**src/design/tct_pkg.sv**
```systemverilog
`timescale 1ns / 1ps
`default_nettype none

package tct_pkg;

    localparam int TCT_SLOTS = 20;

    localparam logic [31:0] U32_MAX       = 32'hFFFF_FFFF;
    localparam logic [63:0] NS_PER_SECOND = 64'd1000000000;
    localparam logic [29:0] NS_MULT       = 30'd1000000000;
    localparam logic [4:0]  DIV_LAST      = 5'd31;

    typedef enum logic [1:0] {
        FUNC_BEGIN  = 2'd0,
        FUNC_UPDATE = 2'd1,
        FUNC_END    = 2'd2,
        FUNC_NONE   = 2'd3
    } func_t;

    typedef enum logic [2:0] {
        ST_IDLE,
        ST_SCAN,
        ST_EXEC,
        ST_MUL,
        ST_DIV,
        ST_DONE
    } state_t;

    typedef struct packed {
        logic capture;
        logic scan;
        logic exec;
        logic mul;
        logic div;
        logic publish;
    } cmd_t;

    typedef struct packed {
        logic scan_done;
        logic rate_due;
        logic div_done;
    } status_t;

    typedef struct packed {
        logic [15:0] dev;
        logic [31:0] touch;
        logic        rec;
        logic [31:0] cnt;
    } entry_t;

    function automatic logic [31:0] sat_inc(input logic [31:0] v);
        return (v == U32_MAX) ? v : v + 32'd1;
    endfunction

    function automatic logic [31:0] sat_add2(input logic [31:0] v, input logic [1:0] n);
        logic [32:0] s;
        s = {1'b0, v} + 33'(n);
        return s[32] ? U32_MAX : s[31:0];
    endfunction

endpackage

`default_nettype wire

```
**src/design/touch_contact_tracker_top.sv**
```systemverilog
`timescale 1ns / 1ps
`default_nettype none

// Touch contact tracker. Each accepted item is one touch event (begin, update or end) and
// yields exactly one result item. The contact table is searched one slot per clock through
// a registered single-port table read. An update that closes a one-second rate window also
// runs the multiply and the bit-serial 32-step rate division before its result is published.
// Only one item is processed at a time. The result sits in an output register, and the next
// item is accepted and searched while that result waits to be taken.

module touch_contact_tracker_top #(
    parameter int SLOTS = tct_pkg::TCT_SLOTS
) (
    input  wire logic        aclk,
    input  wire logic        aresetn,
    input  wire logic        s_valid,
    output logic             s_ready,
    input  wire logic [1:0]  s_func,
    input  wire logic [15:0] s_source_dev,
    input  wire logic [31:0] s_touch_id,
    input  wire logic [63:0] s_timestamp_ns,
    output logic             m_valid,
    input  wire logic        m_ready,
    output logic [4:0]       m_slot,
    output logic             m_slot_valid,
    output logic             m_recovered,
    output logic [1:0]       m_sequence_error,
    output logic             m_dropped,
    output logic [31:0]      m_event_count,
    output logic [31:0]      m_contact_updates,
    output logic [4:0]       m_live_contacts,
    output logic [4:0]       m_peak_contacts,
    output logic [31:0]      m_total_errors,
    output logic [31:0]      m_total_dropped,
    output logic [31:0]      m_update_rate
);

    tct_pkg::cmd_t    cmd;
    tct_pkg::status_t status;

    tct_ctrl u_ctrl (
        .aclk    (aclk),
        .aresetn (aresetn),
        .s_valid (s_valid),
        .s_ready (s_ready),
        .m_valid (m_valid),
        .m_ready (m_ready),
        .status  (status),
        .cmd     (cmd)
    );

    tct_dp #(
        .SLOTS (SLOTS)
    ) u_dp (
        .aclk              (aclk),
        .aresetn           (aresetn),
        .cmd               (cmd),
        .status            (status),
        .s_func            (s_func),
        .s_source_dev      (s_source_dev),
        .s_touch_id        (s_touch_id),
        .s_timestamp_ns    (s_timestamp_ns),
        .m_slot            (m_slot),
        .m_slot_valid      (m_slot_valid),
        .m_recovered       (m_recovered),
        .m_sequence_error  (m_sequence_error),
        .m_dropped         (m_dropped),
        .m_event_count     (m_event_count),
        .m_contact_updates (m_contact_updates),
        .m_live_contacts   (m_live_contacts),
        .m_peak_contacts   (m_peak_contacts),
        .m_total_errors    (m_total_errors),
        .m_total_dropped   (m_total_dropped),
        .m_update_rate     (m_update_rate)
    );

    // A result without a slot never carries the recovered mark.
    assert property (@(posedge aclk) disable iff (!aresetn)
        m_valid && !m_slot_valid |-> !m_recovered)
        else $error("recovered mark on a result without a slot");

    // A dropped contact always counts at least one sequence error.
    assert property (@(posedge aclk) disable iff (!aresetn)
        m_valid && m_dropped |-> (m_sequence_error != 2'd0))
        else $error("dropped contact without a sequence error");

    // After an item is taken, the next one waits until the table search has run.
    assert property (@(posedge aclk) disable iff (!aresetn)
        s_valid && s_ready |=> !s_ready)
        else $error("input ready again directly after an accepted item");

endmodule

`default_nettype wire

```
**src/design/tct_ctrl.sv**
```systemverilog
`timescale 1ns / 1ps
`default_nettype none

module tct_ctrl (
    input  wire logic             aclk,
    input  wire logic             aresetn,
    input  wire logic             s_valid,
    output logic                  s_ready,
    output logic                  m_valid,
    input  wire logic             m_ready,
    input  wire tct_pkg::status_t status,
    output tct_pkg::cmd_t         cmd
);

    tct_pkg::state_t state_reg, state_next;
    logic            m_valid_reg, m_valid_next;

    always_ff @(posedge aclk) begin
        if (!aresetn) begin
            state_reg   <= tct_pkg::ST_IDLE;
            m_valid_reg <= 1'b0;
        end else begin
            state_reg   <= state_next;
            m_valid_reg <= m_valid_next;
        end
    end

    always_comb begin
        state_next = state_reg;
        unique case (state_reg)
            tct_pkg::ST_IDLE: begin
                if (s_valid) state_next = tct_pkg::ST_SCAN;
            end
            tct_pkg::ST_SCAN: begin
                if (status.scan_done) state_next = tct_pkg::ST_EXEC;
            end
            tct_pkg::ST_EXEC: begin
                state_next = status.rate_due ? tct_pkg::ST_MUL : tct_pkg::ST_DONE;
            end
            tct_pkg::ST_MUL: begin
                state_next = tct_pkg::ST_DIV;
            end
            tct_pkg::ST_DIV: begin
                if (status.div_done) state_next = tct_pkg::ST_DONE;
            end
            tct_pkg::ST_DONE: begin
                if (!m_valid_reg || m_ready) state_next = tct_pkg::ST_IDLE;
            end
            default: begin
                state_next = tct_pkg::ST_IDLE;
            end
        endcase
    end

    always_comb begin
        cmd     = '0;
        s_ready = 1'b0;
        unique case (state_reg)
            tct_pkg::ST_IDLE: begin
                s_ready     = 1'b1;
                cmd.capture = s_valid;
            end
            tct_pkg::ST_SCAN: begin
                cmd.scan = 1'b1;
            end
            tct_pkg::ST_EXEC: begin
                cmd.exec = 1'b1;
            end
            tct_pkg::ST_MUL: begin
                cmd.mul = 1'b1;
            end
            tct_pkg::ST_DIV: begin
                cmd.div = 1'b1;
            end
            tct_pkg::ST_DONE: begin
                cmd.publish = !m_valid_reg || m_ready;
            end
            default: begin
                cmd = '0;
            end
        endcase
    end

    assign m_valid_next = cmd.publish || (m_valid_reg && !m_ready);
    assign m_valid      = m_valid_reg;

endmodule

`default_nettype wire

```
**src/design/tct_dp.sv**
```systemverilog
`timescale 1ns / 1ps
`default_nettype none

module tct_dp #(
    parameter int SLOTS = tct_pkg::TCT_SLOTS
) (
    input  wire logic             aclk,
    input  wire logic             aresetn,
    input  wire tct_pkg::cmd_t    cmd,
    output tct_pkg::status_t      status,
    input  wire logic [1:0]       s_func,
    input  wire logic [15:0]      s_source_dev,
    input  wire logic [31:0]      s_touch_id,
    input  wire logic [63:0]      s_timestamp_ns,
    output logic [4:0]            m_slot,
    output logic                  m_slot_valid,
    output logic                  m_recovered,
    output logic [1:0]            m_sequence_error,
    output logic                  m_dropped,
    output logic [31:0]           m_event_count,
    output logic [31:0]           m_contact_updates,
    output logic [4:0]            m_live_contacts,
    output logic [4:0]            m_peak_contacts,
    output logic [31:0]           m_total_errors,
    output logic [31:0]           m_total_dropped,
    output logic [31:0]           m_update_rate
);

    localparam int IDX_W = (SLOTS > 1) ? $clog2(SLOTS) : 1;
    localparam int CNT_W = $clog2(SLOTS + 1);
    localparam logic [CNT_W-1:0] SLOTS_C = CNT_W'(SLOTS);

    // Captured item.
    tct_pkg::func_t func_reg;
    logic [15:0]    dev_reg;
    logic [31:0]    tid_reg;
    logic [63:0]    now_reg;

    // Slot table.
    tct_pkg::entry_t mem [SLOTS];
    tct_pkg::entry_t rd_entry_reg;
    logic            rd_busy_reg;
    logic            mem_we;
    logic [IDX_W-1:0] mem_waddr;
    tct_pkg::entry_t mem_wdata;
    logic [SLOTS-1:0] busy_reg, busy_next;

    // Scan.
    logic [CNT_W-1:0] scan_cnt_reg;
    logic             cmp_valid_reg;
    logic [IDX_W-1:0] cmp_idx_reg;
    logic             issue, hit, cand;
    logic             found_reg;
    logic [IDX_W-1:0] match_idx_reg;
    logic             match_rec_reg;
    logic [31:0]      match_cnt_reg;
    logic             free_found_reg;
    logic [IDX_W-1:0] free_idx_reg;

    // Running state.
    logic [CNT_W-1:0] busy_count_reg, busy_count_next;
    logic [CNT_W-1:0] peak_reg, peak_next;
    logic [31:0] begin_total_reg, begin_total_next;
    logic [31:0] update_total_reg, update_total_next;
    logic [31:0] end_total_reg, end_total_next;
    logic [31:0] error_total_reg, error_total_next;
    logic [31:0] drop_total_reg, drop_total_next;
    logic [63:0] win_start_reg, win_start_next;
    logic [31:0] win_upd_reg, win_upd_next;
    logic [31:0] rate_reg, rate_next;

    // Per-item result.
    logic [IDX_W-1:0] res_slot_reg, res_slot_next;
    logic             res_valid_reg, res_valid_next;
    logic             res_rec_reg, res_rec_next;
    logic [1:0]       res_err_reg, res_err_next;
    logic             res_drop_reg, res_drop_next;
    logic [31:0]      res_count_reg, res_count_next;
    logic [31:0]      res_cu_reg, res_cu_next;

    // Rate division.
    logic [63:0] divisor_reg;
    logic [31:0] wu_div_reg;
    logic [63:0] rem_reg;
    logic [31:0] quo_reg, quo_next;
    logic [4:0]  div_cnt_reg;
    logic [61:0] product;
    logic [64:0] trial, diff;
    logic        ge;
    logic [63:0] rem_step;

    logic [63:0] start_eff, elapsed;
    logic [31:0] wu_new, cu_inc;
    logic        rate_due, alloc, cleared, drop;
    logic [1:0]  errs;

    // Output registers.
    logic [4:0]  m_slot_reg;
    logic        m_slot_valid_reg;
    logic        m_recovered_reg;
    logic [1:0]  m_sequence_error_reg;
    logic        m_dropped_reg;
    logic [31:0] m_event_count_reg;
    logic [31:0] m_contact_updates_reg;
    logic [4:0]  m_live_contacts_reg;
    logic [4:0]  m_peak_contacts_reg;
    logic [31:0] m_total_errors_reg;
    logic [31:0] m_total_dropped_reg;
    logic [31:0] m_update_rate_reg;

    assign issue = cmd.scan && (scan_cnt_reg != SLOTS_C);
    assign hit   = rd_busy_reg && (rd_entry_reg.dev == dev_reg)
                   && (rd_entry_reg.touch == tid_reg);
    assign cand  = !rd_busy_reg || ((func_reg == tct_pkg::FUNC_BEGIN) && hit);

    always_ff @(posedge aclk) begin
        if (cmd.capture) begin
            func_reg <= tct_pkg::func_t'(s_func);
            dev_reg  <= s_source_dev;
            tid_reg  <= s_touch_id;
            now_reg  <= s_timestamp_ns;
        end
    end

    always_ff @(posedge aclk) begin
        if (mem_we) begin
            mem[mem_waddr] <= mem_wdata;
        end
        if (issue) begin
            rd_entry_reg <= mem[scan_cnt_reg[IDX_W-1:0]];
            rd_busy_reg  <= busy_reg[scan_cnt_reg[IDX_W-1:0]];
            cmp_idx_reg  <= scan_cnt_reg[IDX_W-1:0];
        end
    end

    always_ff @(posedge aclk) begin
        if (!aresetn) begin
            scan_cnt_reg   <= '0;
            cmp_valid_reg  <= 1'b0;
            found_reg      <= 1'b0;
            free_found_reg <= 1'b0;
        end else begin
            cmp_valid_reg <= issue;
            if (issue) begin
                scan_cnt_reg <= scan_cnt_reg + CNT_W'(1);
            end
            if (cmd.capture) begin
                scan_cnt_reg   <= '0;
                found_reg      <= 1'b0;
                free_found_reg <= 1'b0;
            end else if (cmp_valid_reg) begin
                if (hit) found_reg <= 1'b1;
                if (cand) free_found_reg <= 1'b1;
            end
        end
    end

    always_ff @(posedge aclk) begin
        if (cmp_valid_reg && hit && !found_reg) begin
            match_idx_reg <= cmp_idx_reg;
            match_rec_reg <= rd_entry_reg.rec;
            match_cnt_reg <= rd_entry_reg.cnt;
        end
        if (cmp_valid_reg && cand && !free_found_reg) begin
            free_idx_reg <= cmp_idx_reg;
        end
    end

    assign start_eff = (win_start_reg == 64'd0) ? now_reg : win_start_reg;
    assign elapsed   = now_reg - start_eff;
    assign wu_new    = tct_pkg::sat_inc(win_upd_reg);
    assign cu_inc    = tct_pkg::sat_inc(match_cnt_reg);

    assign product  = wu_div_reg * tct_pkg::NS_MULT;
    assign trial    = {rem_reg, quo_reg[31]};
    assign ge       = trial >= {1'b0, divisor_reg};
    assign diff     = trial - {1'b0, divisor_reg};
    assign rem_step = ge ? diff[63:0] : trial[63:0];
    assign quo_next = {quo_reg[30:0], ge};

    always_comb begin
        busy_next         = busy_reg;
        busy_count_next   = busy_count_reg;
        peak_next         = peak_reg;
        begin_total_next  = begin_total_reg;
        update_total_next = update_total_reg;
        end_total_next    = end_total_reg;
        error_total_next  = error_total_reg;
        drop_total_next   = drop_total_reg;
        win_start_next    = win_start_reg;
        win_upd_next      = win_upd_reg;
        rate_next         = rate_reg;
        res_slot_next     = res_slot_reg;
        res_valid_next    = res_valid_reg;
        res_rec_next      = res_rec_reg;
        res_err_next      = res_err_reg;
        res_drop_next     = res_drop_reg;
        res_count_next    = res_count_reg;
        res_cu_next       = res_cu_reg;
        mem_we            = 1'b0;
        mem_waddr         = free_idx_reg;
        mem_wdata.dev     = dev_reg;
        mem_wdata.touch   = tid_reg;
        mem_wdata.rec     = 1'b0;
        mem_wdata.cnt     = 32'd0;
        rate_due          = 1'b0;
        alloc             = 1'b0;
        cleared           = 1'b0;
        drop              = 1'b0;
        errs              = 2'd0;

        if (cmd.exec) begin
            res_slot_next  = '0;
            res_valid_next = 1'b0;
            res_rec_next   = 1'b0;
            res_count_next = 32'd0;
            res_cu_next    = 32'd0;
            unique case (func_reg)
                tct_pkg::FUNC_BEGIN: begin
                    begin_total_next = tct_pkg::sat_inc(begin_total_reg);
                    res_count_next   = begin_total_next;
                    if (found_reg) begin
                        errs                     = 2'd1;
                        cleared                  = 1'b1;
                        busy_next[match_idx_reg] = 1'b0;
                    end
                    if (free_found_reg) begin
                        alloc                   = 1'b1;
                        busy_next[free_idx_reg] = 1'b1;
                        mem_we                  = 1'b1;
                        res_slot_next           = free_idx_reg;
                        res_valid_next          = 1'b1;
                    end else begin
                        drop = 1'b1;
                        errs = errs + 2'd1;
                    end
                end
                tct_pkg::FUNC_UPDATE: begin
                    update_total_next = tct_pkg::sat_inc(update_total_reg);
                    res_count_next    = update_total_next;
                    if (elapsed >= tct_pkg::NS_PER_SECOND) begin
                        rate_due       = 1'b1;
                        win_start_next = now_reg;
                        win_upd_next   = 32'd0;
                    end else begin
                        win_start_next = start_eff;
                        win_upd_next   = wu_new;
                    end
                    if (found_reg) begin
                        mem_we         = 1'b1;
                        mem_waddr      = match_idx_reg;
                        mem_wdata.rec  = match_rec_reg;
                        mem_wdata.cnt  = cu_inc;
                        res_slot_next  = match_idx_reg;
                        res_valid_next = 1'b1;
                        res_rec_next   = match_rec_reg;
                        res_cu_next    = cu_inc;
                    end else if (free_found_reg) begin
                        errs                    = 2'd1;
                        alloc                   = 1'b1;
                        busy_next[free_idx_reg] = 1'b1;
                        mem_we                  = 1'b1;
                        mem_wdata.rec           = 1'b1;
                        mem_wdata.cnt           = 32'd1;
                        res_slot_next           = free_idx_reg;
                        res_valid_next          = 1'b1;
                        res_rec_next            = 1'b1;
                        res_cu_next             = 32'd1;
                    end else begin
                        errs = 2'd2;
                        drop = 1'b1;
                    end
                end
                tct_pkg::FUNC_END: begin
                    end_total_next = tct_pkg::sat_inc(end_total_reg);
                    res_count_next = end_total_next;
                    if (found_reg) begin
                        cleared                  = 1'b1;
                        busy_next[match_idx_reg] = 1'b0;
                        res_slot_next            = match_idx_reg;
                        res_valid_next           = 1'b1;
                        res_rec_next             = match_rec_reg;
                        res_cu_next              = match_cnt_reg;
                    end else begin
                        errs = 2'd1;
                    end
                end
                tct_pkg::FUNC_NONE: begin
                    errs = 2'd0;
                end
                default: begin
                    errs = 2'd0;
                end
            endcase
            busy_count_next  = busy_count_reg + CNT_W'(alloc) - CNT_W'(cleared);
            peak_next        = (busy_count_next > peak_reg) ? busy_count_next : peak_reg;
            error_total_next = tct_pkg::sat_add2(error_total_reg, errs);
            drop_total_next  = drop ? tct_pkg::sat_inc(drop_total_reg) : drop_total_reg;
            res_err_next     = errs;
            res_drop_next    = drop;
        end

        if (cmd.div && (div_cnt_reg == tct_pkg::DIV_LAST)) begin
            rate_next = quo_next;
        end
    end

    always_ff @(posedge aclk) begin
        if (!aresetn) begin
            busy_reg         <= '0;
            busy_count_reg   <= '0;
            peak_reg         <= '0;
            begin_total_reg  <= 32'd0;
            update_total_reg <= 32'd0;
            end_total_reg    <= 32'd0;
            error_total_reg  <= 32'd0;
            drop_total_reg   <= 32'd0;
            win_start_reg    <= 64'd0;
            win_upd_reg      <= 32'd0;
            rate_reg         <= 32'd0;
            div_cnt_reg      <= 5'd0;
        end else begin
            busy_reg         <= busy_next;
            busy_count_reg   <= busy_count_next;
            peak_reg         <= peak_next;
            begin_total_reg  <= begin_total_next;
            update_total_reg <= update_total_next;
            end_total_reg    <= end_total_next;
            error_total_reg  <= error_total_next;
            drop_total_reg   <= drop_total_next;
            win_start_reg    <= win_start_next;
            win_upd_reg      <= win_upd_next;
            rate_reg         <= rate_next;
            if (cmd.mul) begin
                div_cnt_reg <= 5'd0;
            end else if (cmd.div) begin
                div_cnt_reg <= div_cnt_reg + 5'd1;
            end
        end
    end

    always_ff @(posedge aclk) begin
        res_slot_reg  <= res_slot_next;
        res_valid_reg <= res_valid_next;
        res_rec_reg   <= res_rec_next;
        res_err_reg   <= res_err_next;
        res_drop_reg  <= res_drop_next;
        res_count_reg <= res_count_next;
        res_cu_reg    <= res_cu_next;
        if (rate_due) begin
            divisor_reg <= elapsed;
            wu_div_reg  <= wu_new;
        end
        if (cmd.mul) begin
            rem_reg <= 64'(product[61:32]);
            quo_reg <= product[31:0];
        end else if (cmd.div) begin
            rem_reg <= rem_step;
            quo_reg <= quo_next;
        end
    end

    always_ff @(posedge aclk) begin
        if (cmd.publish) begin
            m_slot_reg            <= 5'(res_slot_reg);
            m_slot_valid_reg      <= res_valid_reg;
            m_recovered_reg       <= res_rec_reg;
            m_sequence_error_reg  <= res_err_reg;
            m_dropped_reg         <= res_drop_reg;
            m_event_count_reg     <= res_count_reg;
            m_contact_updates_reg <= res_cu_reg;
            m_live_contacts_reg   <= 5'(busy_count_reg);
            m_peak_contacts_reg   <= 5'(peak_reg);
            m_total_errors_reg    <= error_total_reg;
            m_total_dropped_reg   <= drop_total_reg;
            m_update_rate_reg     <= rate_reg;
        end
    end

    assign status.scan_done = (scan_cnt_reg == SLOTS_C) && !cmp_valid_reg;
    assign status.rate_due  = rate_due;
    assign status.div_done  = cmd.div && (div_cnt_reg == tct_pkg::DIV_LAST);

    assign m_slot            = m_slot_reg;
    assign m_slot_valid      = m_slot_valid_reg;
    assign m_recovered       = m_recovered_reg;
    assign m_sequence_error  = m_sequence_error_reg;
    assign m_dropped         = m_dropped_reg;
    assign m_event_count     = m_event_count_reg;
    assign m_contact_updates = m_contact_updates_reg;
    assign m_live_contacts   = m_live_contacts_reg;
    assign m_peak_contacts   = m_peak_contacts_reg;
    assign m_total_errors    = m_total_errors_reg;
    assign m_total_dropped   = m_total_dropped_reg;
    assign m_update_rate     = m_update_rate_reg;

endmodule

`default_nettype wire

```
**config.mk**
```make
export PLATFORM = sky130hd
export DESIGN_NAME = touch_contact_tracker_top
export DESIGN_NICKNAME = d
export VERILOG_FILES = /design/src/design/tct_pkg.sv /design/src/design/touch_contact_tracker_top.sv /design/src/design/tct_ctrl.sv /design/src/design/tct_dp.sv
export SDC_FILE = /design/constraint.sdc
export NUM_CORES = 2
export LEC_CHECK = 0
export ABC_CLOCK_PERIOD_IN_PS = 9200
export BUFFER_PORTS_ARGS = -buffer_cell sky130_fd_sc_hd__buf_2
export CORE_ASPECT_RATIO = 1.75
export CORE_MARGIN = 1.5
export CORE_UTILIZATION = 45
export DETAILED_ROUTE_END_ITERATION = 12
export PLACE_DENSITY = 0.67
export SYNTH_ARGS = -nofsm -noshare
export SYNTH_HDL_FRONTEND = slang
export SYNTH_SLANG_ARGS = --single-unit
```
**constraint.sdc**
```tcl
create_clock -name aclk -period 9.2 [get_ports aclk]
set_input_delay 0 -clock aclk [delete_from_list [all_inputs] [get_ports aclk]]
set_output_delay 0 -clock aclk [all_outputs]
set_load 0.01 [all_outputs]
```
## After elaboration in Yosys (flattened, before gate mapping)

Memories as Yosys holds them, arrays and structs flattened. A register that Yosys moved wholly into a read port is not among the register bits.
Index checks and enable logic that the tools add are counted.

| storage, ports and cells | value |
|---|---|
| flip-flop bits (word level) | 944 |
| input bits | 118 |
| memories kept | 1 |
| bits in writable memories | 1620 |
| output and inout port bits | 182 |

Memories:

| name | words | width | read ports | clocked after Yosys merged registers in | write ports | RTL line | source |
|---|---|---|---|---|---|---|---|
| u_dp.mem | 20 | 81 | 1 | 1 | 1 | tct_dp.sv:40 | `tct_pkg::entry_t mem [SLOTS];` |

| cells by class | value |
|---|---|
| equal/unequal tests | 25 |
| multiply operators | 1 |
| $add $sub $neg | 14 |
| order comparisons | 8 |
| bitwise logic cells | 6 |
| multiplexer cells | 88 |
| reductions and logical operators | 39 |

Operator list:

| operator | number |
|---|---|
| 32-bit 2-to-1 mux | 11 |
| 32-bit by 1-bit adder with 32-bit output (second input constant) | 6 |
| 32-bit == test (second input constant) | 6 |
| 64-bit 2-to-1 mux | 3 |
| 33-bit 2-to-1 mux | 4 |
| 64-bit subtractor | 2 |
| 20-bit 2-to-1 mux | 6 |
| 32-bit case mux with 3 select lines | 1 |
| 65-bit by 64-bit >= comparator with 1-bit output | 1 |
| 64-bit by 30-bit >= comparator with 1-bit output (second input constant) | 1 |
| 64-bit logical NOT | 1 |
| 32-bit case mux with 2 select lines | 1 |
| 30-bit 2-to-1 mux | 2 |
| 20-bit case mux with 3 select lines | 1 |
| 32-bit by 21-bit multiplier with 53-bit output (second input constant) | 1 |
| 20-bit OR | 2 |
| 32-bit by 2-bit adder with 33-bit output | 1 |
| 32-bit == test | 1 |
| 1-bit 2-to-1 mux | 31 |
| 5-bit 2-to-1 mux | 6 |
| 20-bit AND | 1 |
| 20-bit NOT | 1 |
| 5-bit by 6-bit < comparator with 1-bit output (second input constant) | 3 |
| 3-bit case mux with 6 select lines | 1 |
| 36 further kinds | 87 |

## Depth between registers and ports, before layout

| depth | value |
|---|---|
| word-level depth | 12 |
| depth in mapped cells | 27 |
| mapped depth without buffers | 27 |

## Modules after synthesis

Synthesis repeated with hierarchy kept, for this count alone.

| unflattened totals | value |
|---|---|
| cell total of the unflattened synthesis | 8393 |
| area, all modules | 123459.7 µm² |

Modules (own cells, without submodules):

| module | instances | sequential area each (µm²) | cells each | area an instance (µm²) |
|---|---|---|---|---|
| tct_dp | 1 | 75562.5 | 8362 | 123193.2 |
| tct_ctrl | 1 | 80.1 | 31 | 266.5 |

## Worst setup path before layout

Ideal clock, no wire load.

| timing | value |
|---|---|
| kind | register to register |
| start point | register u_dp.scan_cnt_reg[0] |
| end point | register u_dp.scan_cnt_reg[3] |
| data required time | 9134 ps |
| stages on the path, launching flop included | 13 |
| setup slack | -680 ps |
| period minus slack after synthesis | 9880 ps |
| data arrival time | 9815 ps |
| cell sequence | dfxtp_1 -> clkbuf_1 -> clkbuf_1 -> clkbuf_1 -> buf_1 -> buf_1 -> inv_1 -> ha_1 -> and4b_1 -> nor3_1 -> nand4_1 -> xor2_1 -> nor2_1 |

| between the ends | value |
|---|---|
| word-level cells in the longest chain between the ends | 2 |

Ends and longest elaborated chain:

| item | RTL line | source |
|---|---|---|
| from (decl) | tct_dp.sv:49 | `logic [CNT_W-1:0] scan_cnt_reg;` |
| from (signal assigned) | tct_dp.sv:145 | `scan_cnt_reg <= scan_cnt_reg + CNT_W'(1);` |
| 5-bit != test | tct_dp.sv:111 | `assign issue = cmd.scan && (scan_cnt_reg != SLOTS_C);` |
| 1-bit logical AND | tct_dp.sv:111 |  |
| named net u_dp.issue | tct_dp.sv:52 | `logic issue, hit, cand;` |

The timed path passes the listed nets, and every way through them passes these cells.
A chain may end at the register's enable or synchronous reset.

## Worst setup path after layout

| timing | value |
|---|---|
| start point | register u_dp.win_start_reg[21] |
| end point | register u_dp.win_start_reg[44] |

| between the ends | value |
|---|---|
| word-level cells in the longest chain between the ends | 5 |

Ends and longest elaborated chain:

| item | RTL line | source |
|---|---|---|
| from (decl) | tct_dp.sv:68 | `logic [63:0] win_start_reg, win_start_next;` |
| from (signal assigned) | tct_dp.sv:331 | `win_start_reg <= win_start_next;` |
| 64-bit logical NOT | tct_dp.sv:169 | `assign start_eff = (win_start_reg == 64'd0) ? now_reg : win_start_reg;` |
| 64-bit 2-to-1 mux * | tct_dp.sv:169 |  |
| 64-bit subtractor * | tct_dp.sv:170 | `assign elapsed = now_reg - start_eff;` |
| named net u_dp.elapsed[60] | tct_dp.sv:92 | `logic [63:0] start_eff, elapsed;` |
| 64-bit by 30-bit >= comparator with 1-bit output * | tct_dp.sv:241 | `if (elapsed >= tct_pkg::NS_PER_SECOND) begin` |
| 64-bit 2-to-1 mux * | tct_dp.sv:241 |  |

The timed path passes the listed nets; every way through them passes the cells marked *.

==> metrics.txt <==
result of the run=completed; period utilisation layout=0.867; GRT Resource Usage Total=0.239; GR peak layer=met2; first-pass GRT wire length=499000 µm; register area=75700 µm²; number of synthesis warnings=0; r2r setup slk=1.22 ns; mean area per synthesized cell=14.7 µm²; Max transition margin=0.0823; critical path type=flop to flop; Worst Setup SP=u_dp.win_start_reg[21]; CP Launch Type=flop; number of routed nets with antenna violations=0; Area contributors post-synth=edfxtp_1, mux4_2, dfxtp_1; top cell type by total area after synthesis=edfxtp_1; class of the worst hold path=input pin to flop; max frequency=125 MHz; setup tns final=0 ns; number of nets produced by synthesis=9296; number of filler instances in the final layout=22700; met2 Usage GRT=0.434; effective utilization at floorplan=0.452; # DRC=0; Data required, critical path=10.06 ns; y dimension of the die=698 µm; fin cells=12800; total wirelength of the detailed-routed design=339000 µm; die width=400 µm; placeable core region=275000 µm²; number of pins with negative max-slew slack in the final report=0; share of flip-flops with an asynchronous set or reset after synthesis=0; clock root buffer=clkbuf_16; area taken by multi-input logic gates=45200 µm²; number of clock sinks seen by CTS=2645; die area=279000 µm²; final hold slack=0.0662 ns; Slew @ Worst Pin=1.37 ns; Post-synth EDFFs=2267; Starting DRT DRC Count=6783; share of the yosys chip area belonging to registers=0.609; routed len/inst=26.6 µm; worst reg2reg startpoint=u_dp.win_start_reg[21]; synthesized instance count=8449; layout cells sized above 1=0.160; vias in the first global route=77100; area share of the leading cell type in the synthesized netlist=0.548; number of synthesized register bits=2645; net total in the final layout=9809; number of max-cap violations=0; count of vias placed by the detailed router=74400; flip-flop count of the largest register after layout=1620; post-detail-place hpwl=217000 µm; post-synth cell types=98; Congestion Overflow GR=0; setup bufs post-CTS=0; global routing usage on met1=0.282; via-per-instance ratio=5.83; num rows=255; number of clock buffers inserted by TritonCTS=239; Static Leakage=51.1 nW; power per unit of standard cell area=217 nW/µm²; clock network latency to the later pin of the worst-skew pair=0.94 ns; met3 Track Usage GR=0.0272; total iterations of the first detailed-routing run=7; Area Overhead vs Synth=13.2%; Fin Clk Skew=0.0830 ns; placed instance count=12100; worst-case clock buffer depth=4; element type at the critical path end=flop; number of endpoints failing setup at the final stage=0; hold buffers post-CTS=223; Top FF cell, synth=edfxtp_1; combined area of all synthesized cells=124000 µm²; hold violation count in the final report=0; Hold Startpoint=s_timestamp_ns[13]; TritonCTS clock tree=yes; final estimated routing congestion in global placement=0.942; largest fanout on the critical path=50; worst IR drop on VDD=0.000192 V; maximum level of the CTS H-tree=4; Min Clock Period, post-route=7.98 ns; pin count of the biggest net entering global routing=153; arrival time of the worst setup path=8.83 ns; clock transition time at the flip-flop clock pins of the worst setup and hold paths=0.07 ns; Resize count post-CTS=0; Boundary Pins=300; number of antenna violations at the first check in global routing=13; RSZ-0062 raised after global routing=false; number of input and output port buffers inserted=299
## critical path, stage by stage, from the launching register on
cell	delay (ns)
dfxtp_1	0.34
nor4_1	0.87
nand4_1	0.44
nor4_4	0.37
buf_4	0.54
a21oi_1	0.15
ha_1	0.49
a21oi_1	0.25
o21ai_1	0.12
a21o_1	0.20
a21o_1	0.17
a21o_1	0.17
a21o_1	0.21
a32oi_1	0.49
a211oi_1	0.14
nor3_1	0.43
o21ai_0	0.23
a311o_1	0.40
nor4b_1	0.48
nand4b_1	0.24
buf_4	0.27
buf_4	0.33
a21boi_0	0.27
o221a_1	0.23
## cell families (layout without fill, tap and decap cells)
logic type | count (synthesis) | count (layout) | share of synthesized area
other | 0 | 6 | 0
adders and majority gates | 731 | 731 | 0.0926
buffers and inverters | 970 | 1679 | 0.0298
and+or+nand+nor | 1795 | 1795 | 0.0695
AOI/OAI and AO/OA | 1204 | 1204 | 0.0649
muxes | 618 | 618 | 0.100
xor gates and xnor gates | 486 | 486 | 0.0344
DFF | 2645 | 2645 | 0.609
## layout make-up
class | count | area share
diodes | 6 | 0.000107
clock buffers | 291 | 0.0455
clock inverters | 146 | 0.0123
inverters | 614 | 0.0165
multi-input cells | 4834 | 0.321
flip-flops and latches | 2645 | 0.538
well taps | 3598 | 0.0320
repair buffers | 628 | 0.0344
## cell usage after synthesis (all sizes together) (43+ instances only)
cell type  instances
ha               413
o221a             59
fa               316
nand3            184
nor4              51
buf               69
nand4            111
o21ai            188
a21o              99
inv              614
mux2              84
or3               43
nor3              81
a21boi            69
nand2            518
nand2b            48
edfxtp          2267
nor2b             84
nor2             461
a21oi            420
a31oi             43
xor2             230
and2              51
mux4             492
xnor2            256
and3              71
clkbuf           287
dfxtp            378
## worst paths after layout
check             cells past startpoint                     end
hold reg to reg                       0  u_dp.match_cnt_reg[13]
setup / recovery                     23  u_dp.win_start_reg[44]
hold / removal                        2        u_dp.now_reg[13]
setup reg to reg                     23  u_dp.win_start_reg[44]
## metal layers
metal	up-vias	part of all wire	wire length (µm)
met3	694	0.054	18200
li1	32700	-	-
met4	0	0.053	17900
met2	2599	0.53	178000
met1	38400	0.37	125000
met5	-	0	0
## per-stage QoR
| stage | worst slack [ns] | total power [mW] | utilization | area (µm²) |
|---|---|---|---|---|
| 3_3_place_gp | 1.35 | 20.1 | 0.474 | 130000 |
| 6_report | 1.22 | 30.5 | 0.511 | 141000 |
| 5_1_grt | 0.959 | 31.8 | 0.511 | 141000 |
| 2_1_floorplan | 0.233 | 18.3 | - | 124000 |
| 3_5_place_dp | 1.32 | 20.2 | 0.474 | 130000 |
| 4_1_cts | 1.28 | 30.7 | 0.511 | 141000 |
## where the power goes
part	total, mW	internal [mW]	switching, mW	leakage (nW)
registers	13.7	13.4	0.320	25.4
clock network	10.5	5.96	4.53	3.94
logic	6.33	2.48	3.85	21.8
total	30.5	21.8	8.70	51.1
## cell usage in the layout (no fill, tap or decap), drive strengths merged, types with 19 or more instances in the layout
| cell type | instances |
|---|---|
| a22oi | 20 |
| o21ai | 188 |
| or3 | 43 |
| a222oi | 30 |
| xor2 | 230 |
| fa | 316 |
| nor2 | 461 |
| nand4 | 111 |
| a21o | 99 |
| a31oi | 43 |
| nor4 | 51 |
| and2 | 51 |
| nor3 | 81 |
| mux2i | 42 |
| nor2b | 84 |
| edfxtp | 2267 |
| dfxtp | 378 |
| buf | 405 |
| a21oi | 420 |
| nand2 | 518 |
| clkbuf | 291 |
| bufinv | 36 |
| and3 | 71 |
| clkinv | 86 |
| mux4 | 492 |
| o21bai | 34 |
| o221a | 59 |
| nand2b | 48 |
| mux2 | 84 |
| xnor2 | 256 |
| ha | 413 |
| a211oi | 30 |
| a21boi | 69 |
| a22o | 19 |
| inv | 622 |
| nand3 | 184 |
| dlygate4sd3 | 223 |
| o21a | 29 |
No activity file was read; power rests on OpenSTA's default activity.
